$ cat config.mk
export PLATFORM = sky130hd
export DESIGN_NAME = wait_graph_cycle_detector_top_flat
export DESIGN_NICKNAME = d
export VERILOG_FILES = /design/src/hw/rtl/wgcd_pkg.sv /design/src/hw/rtl/wgcd_if.sv /design/src/hw/rtl/wait_graph_cycle_detector_top.sv /design/src/hw/rtl/wgcd_ctrl.sv /design/src/hw/rtl/wgcd_dp.sv /design/src/flat_wrapper.sv
export VERILOG_INCLUDE_DIRS = /design/src /design/src/hw/rtl
export SDC_FILE = /design/constraint.sdc
export NUM_CORES = 2
export LEC_CHECK = 0
export BUFFER_PORTS_ARGS = -buffer_cell sky130_fd_sc_hd__buf_2
export CORE_MARGIN = 2
export CORE_UTILIZATION = 55
export DETAILED_ROUTE_END_ITERATION = 8
export PLACE_DENSITY = 0.71
export SLEW_MARGIN = 20
export SYNTH_ARGS = -nofsm -noshare
export SYNTH_HDL_FRONTEND = slang
export SYNTH_SLANG_ARGS = --single-unit
$ cat constraint.sdc
create_clock -name i_clk -period 6.2 [get_ports i_clk]
set_input_delay 0.31 -clock i_clk [delete_from_list [all_inputs] [get_ports i_clk]]
set_output_delay 0.31 -clock i_clk [all_outputs]
set_load 0.01 [all_outputs]
$ cat src/hw/rtl/wait_graph_cycle_detector_top_defines.svh
// assertion macros for the wait graph cycle detector
`ifndef WAIT_GRAPH_CYCLE_DETECTOR_TOP_DEFINES_SVH
`define WAIT_GRAPH_CYCLE_DETECTOR_TOP_DEFINES_SVH

`ifndef SYNTH
`define WGCD_ASSERT(lbl, prop, msg) \
    lbl: assert property (@(posedge i_clk) disable iff (!i_rst_n) prop) else $error(msg);
`define WGCD_ASSERT_RST_LOW(lbl, sig, msg) \
    lbl: assert property (@(posedge i_clk) !i_rst_n |=> !(sig)) else $error(msg);
`else
`define WGCD_ASSERT(lbl, prop, msg)
`define WGCD_ASSERT_RST_LOW(lbl, sig, msg)
`endif

`endif

$ cat src/hw/rtl/wgcd_pkg.sv
package wgcd_pkg;

    localparam int NODE_W = 5;
    localparam int CNT_W  = 6;
    localparam int MEMB_W = 32;

    localparam logic [CNT_W-1:0] NODE_COUNT_RST = 6'd32;

    typedef enum logic [1:0] {
        REQ_ADD    = 2'd0,
        REQ_CLEAR  = 2'd1,
        REQ_DETECT = 2'd2
    } t_req;

    typedef struct packed {
        logic adj_add;
        logic adj_clr;
        logic run_start;
        logic root_skip;
        logic push_root;
        logic push_nb;
        logic start_walk;
        logic walk_rd;
        logic walk_chk;
        logic save;
        logic pop;
        logic top_load;
        logic finish;
    } t_cmd;

    typedef struct packed {
        logic root_done;
        logic root_fin;
        logic cand_none;
        logic cand_unvis;
        logic walk_hit;
        logic depth_one;
        logic out_free;
        logic save_ok;
        logic pend_v;
    } t_sts;

endpackage

$ cat src/hw/rtl/wgcd_if.sv
interface wgcd_req_if;
    import wgcd_pkg::*;

    logic              valid;
    logic              ready;
    logic [1:0]        req_type;
    logic [NODE_W-1:0] src_node;
    logic [NODE_W-1:0] dst_node;

    modport source(output valid, req_type, src_node, dst_node, input ready);
    modport sink(input valid, req_type, src_node, dst_node, output ready);
endinterface

interface wgcd_res_if;
    import wgcd_pkg::*;

    logic              valid;
    logic              ready;
    logic [CNT_W-1:0]  cycle_number;
    logic [MEMB_W-1:0] cycle_members;
    logic [NODE_W-1:0] closing_node;
    logic              found;
    logic              last;

    modport source(output valid, cycle_number, cycle_members, closing_node, found, last,
                   input ready);
    modport sink(input valid, cycle_number, cycle_members, closing_node, found, last,
                 output ready);
endinterface

$ cat src/hw/rtl/wait_graph_cycle_detector_top.sv
// Deadlock detector over a wait-for graph of up to min(MAX_NODES, 32) nodes. An add-edge or
// clear beat gives no result. A detect beat runs a depth-first walk and returns one beat per
// cycle found (found set, cycle_number counting from 1, members as a node mask, closing_node
// the stack top), or a single beat with found clear; last marks the final beat of a run. A
// run scans the roots in order (a root is pushed in the step that scans it), pushes neighbours,
// and pops through the scan that finds no open neighbour, the pop, and the reload of the new
// top from the registered walk stack read (no reload when the stack empties); a neighbour
// already on the stack closes a cycle, whose stack entries are walked with a read and a check
// each before the beat is saved and the top popped, and a last step hands over the final beat.
// The run is longer while the result side stalls. No new request is taken until the run has
// handed its last beat to the output register. node_count must be written only while the
// block is idle; the block itself does not enforce it. reset needs no clearing pass.
`include "wait_graph_cycle_detector_top_defines.svh"

module wait_graph_cycle_detector_top #(
    parameter int MAX_NODES = 32
) (
    input  logic                       i_clk,
    input  logic                       i_rst_n,
    input  logic                       i_cfg_we,
    input  logic [wgcd_pkg::CNT_W-1:0] i_cfg_wdata,
    wgcd_req_if.sink                   i_req,
    wgcd_res_if.source                 o_res
);
    import wgcd_pkg::*;

    t_cmd w_cmd;
    t_sts w_sts;
    logic w_ready;

    assign i_req.ready = w_ready;

    wgcd_ctrl u_ctrl (
        .i_clk       (i_clk),
        .i_rst_n     (i_rst_n),
        .i_req_valid (i_req.valid),
        .i_req_type  (i_req.req_type),
        .o_req_ready (w_ready),
        .i_sts       (w_sts),
        .o_cmd       (w_cmd)
    );

    wgcd_dp #(
        .MAX_NODES (MAX_NODES)
    ) u_dp (
        .i_clk           (i_clk),
        .i_rst_n         (i_rst_n),
        .i_cmd           (w_cmd),
        .o_sts           (w_sts),
        .i_cfg_we        (i_cfg_we),
        .i_cfg_wdata     (i_cfg_wdata),
        .i_src_node      (i_req.src_node),
        .i_dst_node      (i_req.dst_node),
        .o_res_valid     (o_res.valid),
        .i_res_ready     (o_res.ready),
        .o_cycle_number  (o_res.cycle_number),
        .o_cycle_members (o_res.cycle_members),
        .o_closing_node  (o_res.closing_node),
        .o_found         (o_res.found),
        .o_last          (o_res.last)
    );

    // a held cycle result never outlives its run
    `WGCD_ASSERT(a_idle_no_pend, i_req.ready |-> !w_sts.pend_v, "pending result while idle")
    `WGCD_ASSERT(a_none_is_last, o_res.valid && !o_res.found |-> o_res.last && o_res.cycle_members == '0, "no-cycle beat malformed")
    `WGCD_ASSERT(a_cycle_nonempty, o_res.valid && o_res.found |-> o_res.cycle_members != '0 && o_res.cycle_number != '0, "empty cycle reported")
    `WGCD_ASSERT_RST_LOW(a_rst_pend, w_sts.pend_v, "pending result survives reset")

endmodule

$ cat src/hw/rtl/wgcd_ctrl.sv
module wgcd_ctrl (
    input  logic          i_clk,
    input  logic          i_rst_n,
    input  logic          i_req_valid,
    input  logic [1:0]    i_req_type,
    output logic          o_req_ready,
    input  wgcd_pkg::t_sts i_sts,
    output wgcd_pkg::t_cmd o_cmd
);
    import wgcd_pkg::*;

    typedef enum logic [3:0] {
        S_IDLE,
        S_ROOT,
        S_STEP,
        S_POP,
        S_TOPLD,
        S_WALK_RD,
        S_WALK_CHK,
        S_SAVE,
        S_FIN
    } t_state;

    t_state r_state;
    t_state n_state;

    always_ff @(posedge i_clk) begin
        if (!i_rst_n) begin
            r_state <= S_IDLE;
        end else begin
            r_state <= n_state;
        end
    end

    always_comb begin
        n_state     = r_state;
        o_cmd       = '0;
        o_req_ready = (r_state == S_IDLE);
        unique case (r_state)
            S_IDLE: begin
                if (i_req_valid) begin
                    unique case (i_req_type)
                        REQ_ADD:   o_cmd.adj_add = 1'b1;
                        REQ_CLEAR: o_cmd.adj_clr = 1'b1;
                        REQ_DETECT: begin
                            o_cmd.run_start = 1'b1;
                            n_state         = S_ROOT;
                        end
                        default: ;
                    endcase
                end
            end
            S_ROOT: begin
                priority if (i_sts.root_done) begin
                    n_state = S_FIN;
                end else if (i_sts.root_fin) begin
                    o_cmd.root_skip = 1'b1;
                end else begin
                    o_cmd.push_root = 1'b1;
                    n_state         = S_STEP;
                end
            end
            S_STEP: begin
                priority if (i_sts.cand_none) begin
                    n_state = S_POP;
                end else if (i_sts.cand_unvis) begin
                    o_cmd.push_nb = 1'b1;
                end else begin
                    // neighbour already on the stack closes a cycle
                    o_cmd.start_walk = 1'b1;
                    n_state          = S_WALK_RD;
                end
            end
            S_POP: begin
                o_cmd.pop = 1'b1;
                n_state   = i_sts.depth_one ? S_ROOT : S_TOPLD;
            end
            S_TOPLD: begin
                o_cmd.top_load = 1'b1;
                n_state        = S_STEP;
            end
            S_WALK_RD: begin
                o_cmd.walk_rd = 1'b1;
                n_state       = S_WALK_CHK;
            end
            S_WALK_CHK: begin
                o_cmd.walk_chk = 1'b1;
                n_state        = i_sts.walk_hit ? S_SAVE : S_WALK_RD;
            end
            S_SAVE: begin
                if (i_sts.save_ok) begin
                    o_cmd.save = 1'b1;
                    n_state    = S_POP;
                end
            end
            S_FIN: begin
                if (i_sts.out_free) begin
                    o_cmd.finish = 1'b1;
                    n_state      = S_IDLE;
                end
            end
        endcase
    end

endmodule

$ cat src/hw/rtl/wgcd_dp.sv
module wgcd_dp #(
    parameter int MAX_NODES = 32
) (
    input  logic                        i_clk,
    input  logic                        i_rst_n,
    input  wgcd_pkg::t_cmd              i_cmd,
    output wgcd_pkg::t_sts              o_sts,
    input  logic                        i_cfg_we,
    input  logic [wgcd_pkg::CNT_W-1:0]  i_cfg_wdata,
    input  logic [wgcd_pkg::NODE_W-1:0] i_src_node,
    input  logic [wgcd_pkg::NODE_W-1:0] i_dst_node,
    output logic                        o_res_valid,
    input  logic                        i_res_ready,
    output logic [wgcd_pkg::CNT_W-1:0]  o_cycle_number,
    output logic [wgcd_pkg::MEMB_W-1:0] o_cycle_members,
    output logic [wgcd_pkg::NODE_W-1:0] o_closing_node,
    output logic                        o_found,
    output logic                        o_last
);
    import wgcd_pkg::*;

    localparam int NL = (MAX_NODES < 32) ? MAX_NODES : 32;
    localparam int IW = $clog2(NL);
    localparam int DW = $clog2(NL + 1);

    logic [CNT_W-1:0]  r_node_count;
    logic [NL-1:0]     r_adj [NL];
    logic [NL-1:0]     r_fin;
    logic [NL-1:0]     r_onstk;
    logic [IW-1:0]     r_stack [NL];
    logic [IW-1:0]     r_rd_data;
    logic [IW-1:0]     r_top;
    logic [IW-1:0]     r_j;
    logic [DW-1:0]     r_depth;
    logic [DW-1:0]     r_root;
    logic [DW-1:0]     r_p;
    logic [NL-1:0]     r_members;
    logic [CNT_W-1:0]  r_cyc;
    logic              r_pend_v;
    logic [CNT_W-1:0]  r_pend_num;
    logic [NL-1:0]     r_pend_memb;
    logic [IW-1:0]     r_pend_close;
    logic              r_out_v;
    logic [CNT_W-1:0]  r_out_num;
    logic [MEMB_W-1:0] r_out_memb;
    logic [NODE_W-1:0] r_out_close;
    logic              r_out_found;
    logic              r_out_last;

    logic [DW-1:0] w_n;
    logic [NL-1:0] w_use;
    logic [NL-1:0] w_row;
    logic [NL-1:0] w_low;
    logic [IW-1:0] w_j;
    logic          w_edge_ok;
    logic          w_out_free;
    logic          w_rd_en;
    logic [DW-1:0] w_rd_addr;
    logic          w_wr_en;
    logic [IW-1:0] w_wr_addr;
    logic [IW-1:0] w_wr_data;

    always_comb begin
        w_n = (r_node_count > CNT_W'(NL)) ? DW'(NL) : r_node_count[DW-1:0];
        for (int k = 0; k < NL; k++) begin
            w_use[k] = (DW'(k) < w_n);
        end
        w_edge_ok = (CNT_W'(i_src_node) < CNT_W'(w_n)) && (CNT_W'(i_dst_node) < CNT_W'(w_n));
        // first neighbour not yet finished, lowest index wins
        w_row = r_adj[r_top] & w_use & ~r_fin;
        w_low = w_row & (~w_row + NL'(1));
        w_j   = '0;
        for (int k = 0; k < NL; k++) begin
            if (w_low[k]) begin
                w_j = w_j | IW'(k);
            end
        end
        w_out_free = !r_out_v || i_res_ready;

        w_rd_en   = (i_cmd.pop && (r_depth != DW'(1))) || i_cmd.walk_rd;
        w_rd_addr = i_cmd.walk_rd ? (r_p - DW'(1)) : (r_depth - DW'(2));
        w_wr_en   = i_cmd.push_root || i_cmd.push_nb;
        w_wr_addr = i_cmd.push_root ? '0 : r_depth[IW-1:0];
        w_wr_data = i_cmd.push_root ? r_root[IW-1:0] : w_j;
    end

    always_comb begin
        o_sts            = '0;
        o_sts.root_done  = (r_root >= w_n);
        o_sts.root_fin   = r_fin[r_root[IW-1:0]];
        o_sts.cand_none  = (w_row == '0);
        o_sts.cand_unvis = !r_onstk[w_j];
        o_sts.walk_hit   = (r_rd_data == r_j);
        o_sts.depth_one  = (r_depth == DW'(1));
        o_sts.out_free   = w_out_free;
        o_sts.save_ok    = !r_pend_v || w_out_free;
        o_sts.pend_v     = r_pend_v;
    end

    // walk stack memory, one write and one registered read port
    always_ff @(posedge i_clk) begin
        if (w_wr_en) begin
            r_stack[w_wr_addr] <= w_wr_data;
        end
        if (w_rd_en) begin
            r_rd_data <= r_stack[w_rd_addr[IW-1:0]];
        end
    end

    always_ff @(posedge i_clk) begin
        if (!i_rst_n) begin
            r_node_count <= NODE_COUNT_RST;
            for (int r = 0; r < NL; r++) begin
                r_adj[r] <= '0;
            end
            r_fin    <= '0;
            r_onstk  <= '0;
            r_depth  <= '0;
            r_root   <= '0;
            r_cyc    <= '0;
            r_pend_v <= 1'b0;
            r_out_v  <= 1'b0;
        end else begin
            if (i_cfg_we) begin
                r_node_count <= i_cfg_wdata;
            end
            if (i_cmd.adj_add && w_edge_ok) begin
                r_adj[i_src_node[IW-1:0]][i_dst_node[IW-1:0]] <= 1'b1;
            end
            if (i_cmd.adj_clr) begin
                for (int r = 0; r < NL; r++) begin
                    r_adj[r] <= '0;
                end
            end
            if (i_cmd.run_start) begin
                r_fin   <= '0;
                r_onstk <= '0;
                r_depth <= '0;
                r_root  <= '0;
                r_cyc   <= '0;
            end
            if (i_cmd.root_skip) begin
                r_root <= r_root + DW'(1);
            end
            if (i_cmd.push_root) begin
                r_onstk[r_root[IW-1:0]] <= 1'b1;
                r_depth                 <= DW'(1);
                r_root                  <= r_root + DW'(1);
            end
            if (i_cmd.push_nb) begin
                r_onstk[w_j] <= 1'b1;
                r_depth      <= r_depth + DW'(1);
            end
            if (i_cmd.pop) begin
                r_fin[r_top]   <= 1'b1;
                r_onstk[r_top] <= 1'b0;
                r_depth        <= r_depth - DW'(1);
            end
            if (i_cmd.save) begin
                r_cyc    <= r_cyc + CNT_W'(1);
                r_pend_v <= 1'b1;
            end
            if (i_cmd.finish) begin
                r_pend_v <= 1'b0;
            end
            priority if ((i_cmd.save && r_pend_v) || i_cmd.finish) begin
                r_out_v <= 1'b1;
            end else if (i_res_ready) begin
                r_out_v <= 1'b0;
            end else begin
                r_out_v <= r_out_v;
            end
        end
    end

    always_ff @(posedge i_clk) begin
        if (i_cmd.push_root) begin
            r_top <= r_root[IW-1:0];
        end else if (i_cmd.push_nb) begin
            r_top <= w_j;
        end else if (i_cmd.top_load) begin
            r_top <= r_rd_data;
        end
        if (i_cmd.start_walk) begin
            r_j       <= w_j;
            r_p       <= r_depth;
            r_members <= '0;
        end
        if (i_cmd.walk_rd) begin
            r_p <= r_p - DW'(1);
        end
        if (i_cmd.walk_chk) begin
            r_members[r_rd_data] <= 1'b1;
        end
        if (i_cmd.save) begin
            r_pend_num   <= r_cyc + CNT_W'(1);
            r_pend_memb  <= r_members;
            r_pend_close <= r_top;
        end
        // older pending cycle moves out; it is the final beat only when the run finishes
        if ((i_cmd.save && r_pend_v) || (i_cmd.finish && r_pend_v)) begin
            r_out_num   <= r_pend_num;
            r_out_memb  <= MEMB_W'(r_pend_memb);
            r_out_close <= NODE_W'(r_pend_close);
            r_out_found <= 1'b1;
            r_out_last  <= i_cmd.finish;
        end else if (i_cmd.finish) begin
            r_out_num   <= '0;
            r_out_memb  <= '0;
            r_out_close <= '0;
            r_out_found <= 1'b0;
            r_out_last  <= 1'b1;
        end
    end

    assign o_res_valid     = r_out_v;
    assign o_cycle_number  = r_out_num;
    assign o_cycle_members = r_out_memb;
    assign o_closing_node  = r_out_close;
    assign o_found         = r_out_found;
    assign o_last          = r_out_last;

endmodule
$ cat src/flat_wrapper.sv
// flat-port wrapper written by rule: the top's interface ports become plain ports
module wait_graph_cycle_detector_top_flat import wgcd_pkg::*;
#(
    parameter int MAX_NODES = 32
)
  (i_clk, i_rst_n, i_cfg_we, i_cfg_wdata, i_req_valid, i_req_req_type, i_req_src_node, i_req_dst_node, i_req_ready, o_res_valid, o_res_cycle_number, o_res_cycle_members, o_res_closing_node, o_res_found, o_res_last, o_res_ready);
  wgcd_req_if i_req_i ();
  wgcd_res_if o_res_i ();
  input  logic i_clk;
  input  logic i_rst_n;
  input  logic i_cfg_we;
  input  logic [wgcd_pkg::CNT_W-1:0] i_cfg_wdata;
  input wire logic [$bits(i_req_i.valid)-1:0] i_req_valid;
  input wire logic [$bits(i_req_i.req_type)-1:0] i_req_req_type;
  input wire logic [$bits(i_req_i.src_node)-1:0] i_req_src_node;
  input wire logic [$bits(i_req_i.dst_node)-1:0] i_req_dst_node;
  output wire logic [$bits(i_req_i.ready)-1:0] i_req_ready;
  output wire logic [$bits(o_res_i.valid)-1:0] o_res_valid;
  output wire logic [$bits(o_res_i.cycle_number)-1:0] o_res_cycle_number;
  output wire logic [$bits(o_res_i.cycle_members)-1:0] o_res_cycle_members;
  output wire logic [$bits(o_res_i.closing_node)-1:0] o_res_closing_node;
  output wire logic [$bits(o_res_i.found)-1:0] o_res_found;
  output wire logic [$bits(o_res_i.last)-1:0] o_res_last;
  input wire logic [$bits(o_res_i.ready)-1:0] o_res_ready;
  assign i_req_i.valid = i_req_valid;
  assign i_req_i.req_type = i_req_req_type;
  assign i_req_i.src_node = i_req_src_node;
  assign i_req_i.dst_node = i_req_dst_node;
  assign i_req_ready = i_req_i.ready;
  assign o_res_valid = o_res_i.valid;
  assign o_res_cycle_number = o_res_i.cycle_number;
  assign o_res_cycle_members = o_res_i.cycle_members;
  assign o_res_closing_node = o_res_i.closing_node;
  assign o_res_found = o_res_i.found;
  assign o_res_last = o_res_i.last;
  assign o_res_i.ready = o_res_ready;
  wait_graph_cycle_detector_top #(.MAX_NODES(MAX_NODES)) u_core (.i_clk(i_clk), .i_rst_n(i_rst_n), .i_cfg_we(i_cfg_we), .i_cfg_wdata(i_cfg_wdata), .i_req(i_req_i), .o_res(o_res_i));
endmodule
-- Word level (Yosys, flattened, before mapping)
Memories as Yosys holds them, arrays and structs flattened. A register that Yosys moved wholly into a read port is not among the register bits.
Cells that the tools add are included.
- bitwise operators: 43
- mux-type cells: 217
- reductions and logical operators: 26
- equal/unequal tests: 25
- add/sub/neg operators: 7
- magnitude comparators: 46
- operator list (operator ; number):
    32-bit two-way mux ; 52
    5-bit two-way mux ; 30
    6-bit two-way mux ; 22
    32-bit AND ; 4
    32-bit OR ; 4
    4-bit two-way mux ; 27
    5-bit by 6-bit < comparator with 1-bit output, first input constant ; 16
    32-bit NOT ; 3
    1-bit two-way mux ; 61
    4-bit by 6-bit < comparator with 1-bit output, first input constant ; 8
    4-bit case mux with 9 select lines ; 1
    32-bit by 1-bit adder with 32-bit output, second input constant ; 1
    32-bit logical NOT ; 1
    1-bit OR ; 32
    32-bit OR reduction ; 1
    5-bit by 6-bit < comparator with 1-bit output, second input constant ; 5
    1-bit demux with 5-bit select ; 5
    5-bit by 1-bit greater-or-equal comparator with 1-bit output, second input constant ; 5
    3-bit by 6-bit < comparator with 1-bit output, first input constant ; 4
    3-bit two-way mux ; 8
    6-bit by 1-bit adder with 6-bit output, second input constant ; 3
    2-bit two-way mux ; 9
    4-bit by 3-bit == test with 1-bit output, second input constant ; 4
    1-bit by 6-bit < comparator with 1-bit output, first input constant ; 2
    29 further kinds ; 56
- output and inout port bits: 47
- memory bits (writable): 1184
- input port bits: 23
- flip-flop bits (word level): 230
- memories kept: 2
- memory list (memory ; words ; width ; rd ports ; clocked after memory_dff ; wr ports ; RTL line ; RTL):
    u_core.u_dp.r_adj ; 32 ; 32 ; 1 ; 1 ; 32 ; wgcd_dp.sv:27 ; logic [NL-1:0] r_adj [NL];
    u_core.u_dp.r_stack ; 32 ; 5 ; 1 ; 1 ; 1 ; wgcd_dp.sv:30 ; logic [IW-1:0] r_stack [NL];

-- Logic depth before layout (Yosys ltp)
- word-level depth: 53
- gate-level depth with buffers: 25
- gate-level depth less buffers: 17

-- By module
From an unflattened synthesis, not the netlist that was laid out.
- cell total of the unflattened synthesis: 5818
- area, all modules: 57934.3 um^2
- by module, submodules not included (module ; instances ; area an instance (um^2) ; sequential area each (um^2) ; cells each):
    wgcd_dp ; 1 ; 57430.1 ; 31079.8 ; 5760
    wgcd_ctrl ; 1 ; 504.2 ; 80.1 ; 58

-- Least setup slack after synthesis
No wires, ideal clock.
- path type: register -> register
- start point: register (tool-made name)
- end point: memory u_core.u_dp.r_stack[12][0] in the netlist's numbering (enable)
- period minus slack after synthesis: 5.280 ns
- buffers on the path: 7
- data arrival time: 4.940 ns
- path slack: 0.920 ns
- stages on the path, launching flop included: 24
- data required time: 5.860 ns
- setup time: 0.340 ns
- cell sequence: dfxtp_1 > buf_6 > buf_12 > buf_6 > buf_4 > buf_2 > mux4_2 > o221ai_1 > o21ai_0 > nand4_1 > nor2b_1 > nand3_1 > nor4_2 > buf_2 > o21a_2 > nor2_8 > inv_2 > mux2_2 > a222oi_1 > o2111ai_2 > or4_1 > and2_1 > buf_6 > nor2_1
- RTL lines (item ; RTL line):
    to (decl) ; wgcd_dp.sv:30

==> flow_summary.ini <==
[status]
status = finished clean

[critical_path]
cp_max_fo = 22
cp_common_cell = buf_4
crit_slowest_cell = dfxtp_2
slowest_delay_ns = 0.89
rrSetupSlack_ns = 0.09
crit_cells = 20
crit_chain = nand2b_1, buf_4, nor3_1, a2111oi_1, o211ai_1, nand2_1, nand2_1, a221oi_1, nor3_1, buf_4, nand3_1, a21boi_0, nor4b_2, buf_4, o2111ai_2, buf_4, o211ai_1, buf_4, nor2_1, a2111oi_2
arrival_ns = 6.70
start_kind = flip-flop
critPathBufInv = 5
end_kind = flip-flop
cp.required_ns = 6.79
ff2ff_path_depth = 20
crit_type = reg2reg
crit_family = compound AO/OA/AOI/OAI gates

[global_route]
antenna_found_initial = 10
grt_pass1_wl_um = 279000
grtUsageTotal_pct = 34.3
grt_max_degree = 221
grt_pass1_vias = 43500
grt_overflow = 0

[die]
dieArea_sq_mm = 0.109
die_x_um = 329
start_util_pct = 55.4
fp.coreArea_sq_mm = 0.105
die_h_um = 329
ioPinCount = 70
rows = 119

[cells_and_area]
multiInputGateArea_sq_mm = 0.0248
drive_gt1_share_pct = 15.5
layout.nets = 5917
syn_to_final_growth_pct = 12.6
nFillCells = 8617
seq_area_sq_mm = 0.0312
final_util_pct = 62.4

[detailed_routing]
drcViolationCount = 0
postRouteAntennaNets = 0
vias_per_cell = 6.28
num_vias = 46400
initialDrtViolationCount = 6240
wl_per_cell_um = 25.4
first_pass_iters = 6
routed_wirelength_um = 188000

[timing]
tns_ns = 0
fmax_ghz = 0.164
tightest_slew_ns = 1.09
hold_viol_final = 0
period_share_pct = 98.5
final.min_clock_period_ns = 6.11
setup_ws_ns = 0.0913
maxSlewViolCount = 0
relSlewSlack_pct = 26.8
fin_skew_ns = 0.0355
setup_violations = 0

[cts]
cts_root_buf = clkbuf_16
cts_tree = built
h-tree-depth = 4
cts_buffers = 143
clockBufferDepth = 3
clk_latency_ns = 0.80
clkTransAtPathRegs_ns = 0.07
cts_num_sinks = 1423

[synthesis]
syn_area_sq_mm = 0.0582
synthArstFlopShare_pct = 0
yosys_warnings = 0
synth-edff-count = 267
synthesis.nets = 5912
ys_ff_latch = 1423
syn_inst = 5863
ys.flop_type = dfxtp_1
synth_cell_types = 93
syn_avg_cell_area_sq_um = 9.93
seq_area_frac_synth_pct = 53.5

[worst_hold_path]
min_path_type = in2reg

[power_and_ir_drop]
power.density_mw_per_mm2 = 428
p_leak_nw = 23.3
ir_drop_v = 0.000380

[placed_design]
portBuffers = 69
routabilityCongestion = 0.980
dp_hpwl_um = 115000
pre_cts_slack_ns = -0.0708

[job]
cap_violations = 0
==> routing by layer <==
metal	GRT usage, %	vias to the layer above	wire [um]
li1	-	20800	-
met1	45.7	22600	74600
met2	53.4	2424	84800
met3	6.02	525	17200
met4	18.5	2	11000
met5	0	-	13
==> logic make-up after synthesis <==
logic type,count (synthesis),synth area share [%]
buffers and inverters,547,4.27
AND/OR/NAND/NOR,1803,13.4
adder cells (fa/ha/maj),26,0.559
XOR/XNOR,14,0.211
multiplexers,467,12.8
flip-flops,1423,53.5
AO/OA/AOI/OAI,1583,15.3
==> synthesized netlist by cell type (all sizes together) (13+ instances only) <==
library cell | n | area, sq um
a21oi | 135 | 676
a22o | 51 | 447
a22oi | 101 | 758
a31oi | 15 | 93.8
and2 | 68 | 425
and3 | 22 | 138
buf | 108 | 840
clkbuf | 405 | 1520
dfxtp | 1156 | 23100
edfxtp | 267 | 8020
ha | 26 | 325
inv | 30 | 113
mux2 | 31 | 349
mux2i | 217 | 2170
mux4 | 219 | 4930
nand2 | 1235 | 4640
nand2b | 23 | 144
nand3 | 85 | 438
nand3b | 16 | 120
nand4 | 29 | 188
nor2 | 187 | 723
nor2b | 35 | 219
nor3 | 29 | 150
nor4 | 13 | 133
o211ai | 16 | 125
o21ai | 1131 | 5660
o22ai | 17 | 106
==> power breakdown <==
part / internal [mW] / switching (mW) / total (mW) / leakage [nW]
sequential: 10.1 / 0.342 / 10.4 / 11.8
clock: 5.08 / 3.78 / 8.87 / 2.37
combinational: 3.15 / 5.65 / 8.80 / 9.17
==> registers in the layout, indices dropped and copies added, names as in the netlist, 5 cells and up, named ones only <==
name / flops
u_core.u_dp.r_top: 5
u_core.u_dp.r_members: 32
u_core.u_dp.r_j: 5
u_core.u_dp.r_node_count: 6
u_core.u_dp.r_stack: 160
u_core.u_dp.r_depth: 6
u_core.u_dp.o_cycle_number: 6
u_core.u_dp.r_p: 5
u_core.u_dp.r_pend_memb: 32
u_core.u_dp.o_cycle_members: 32
u_core.u_dp.r_cyc: 6
u_core.u_dp.o_closing_node: 5
u_core.u_dp.r_pend_close: 5
u_core.u_dp.r_onstk: 32
u_core.u_dp.r_adj: 1024
u_core.u_dp.r_fin: 32
u_core.u_dp.r_rd_data: 5
u_core.u_dp.r_pend_num: 6
u_core.u_dp.r_root: 6
==> per-stage QoR <==
stage | area, sq um | total power, mW | std cells | hold WS [ns]
after floorplan | 58200 | 15.7 | 5863 | 0.408
after global placement | 60500 | 19.1 | 7099 | 0.412
after detailed placement | 60500 | 19.1 | 7099 | 0.415
after CTS | 65500 | 27.9 | 7374 | 0.114
after global routing | 65600 | 28.9 | 7377 | 0.177
final | 65600 | 28.1 | 7379 | 0.154
==> worst min path at each step <==
stage / startpoint / to / slack [ns] / depth (start not counted)
6_report: i_rst_n / u_core.u_dp.r_depth[0] / 0.15 / 2
3_3_place_gp: u_core.u_dp.r_members[0] / u_core.u_dp.r_pend_memb[0] / 0.41 / 0
2_1_floorplan: u_core.u_dp.r_members[12] / u_core.u_dp.r_pend_memb[12] / 0.41 / 0
3_5_place_dp: u_core.u_dp.r_members[31] / u_core.u_dp.r_pend_memb[31] / 0.41 / 0
5_1_grt: i_rst_n / u_core.u_dp.r_depth[0] / 0.18 / 2
4_1_cts: i_rst_n / u_core.u_dp.r_depth[0] / 0.11 / 2
==> layout make-up <==
class,instances,area share (%)
inverter,34,0.195
multi-input combinational,3893,37.8
clock inverter,53,1.08
antenna,4,0.0153
timing repair buffer,373,4.40
sequential,1423,47.6
clock buffer,208,6.34
tap,1391,2.65
==> cell usage in the layout (no fill, tap or decap), types with 17 or more instances in the layout <==
master	instances
nor3_1	28
nand2_1	1202
o22ai_1	17
nand2b_1	23
nor2b_1	35
mux2i_1	216
o21ai_0	1129
nand4_1	28
and3_1	22
nand3_1	84
clkinv_2	18
mux2_2	31
dfxtp_1	1151
ha_1	26
a22oi_1	101
buf_4	272
nor2_1	184
a22o_1	51
nand2_2	33
clkbuf_8	31
clkbuf_1	33
edfxtp_1	267
buf_2	69
mux4_2	219
inv_1	27
clkbuf_16	144
and2_1	65
a21oi_1	126
==> what timing repair did <==
item                                    CTS  global route
endpoints found under the hold margin     7             0
hold buffers                             14             0
endpoints found under the setup margin    1            36
pin swaps                                 0             1
cloned                                    0             0
buffers inserted                          0             1
gates resized for setup                   1             4
(Power assumes the default switching activity.)
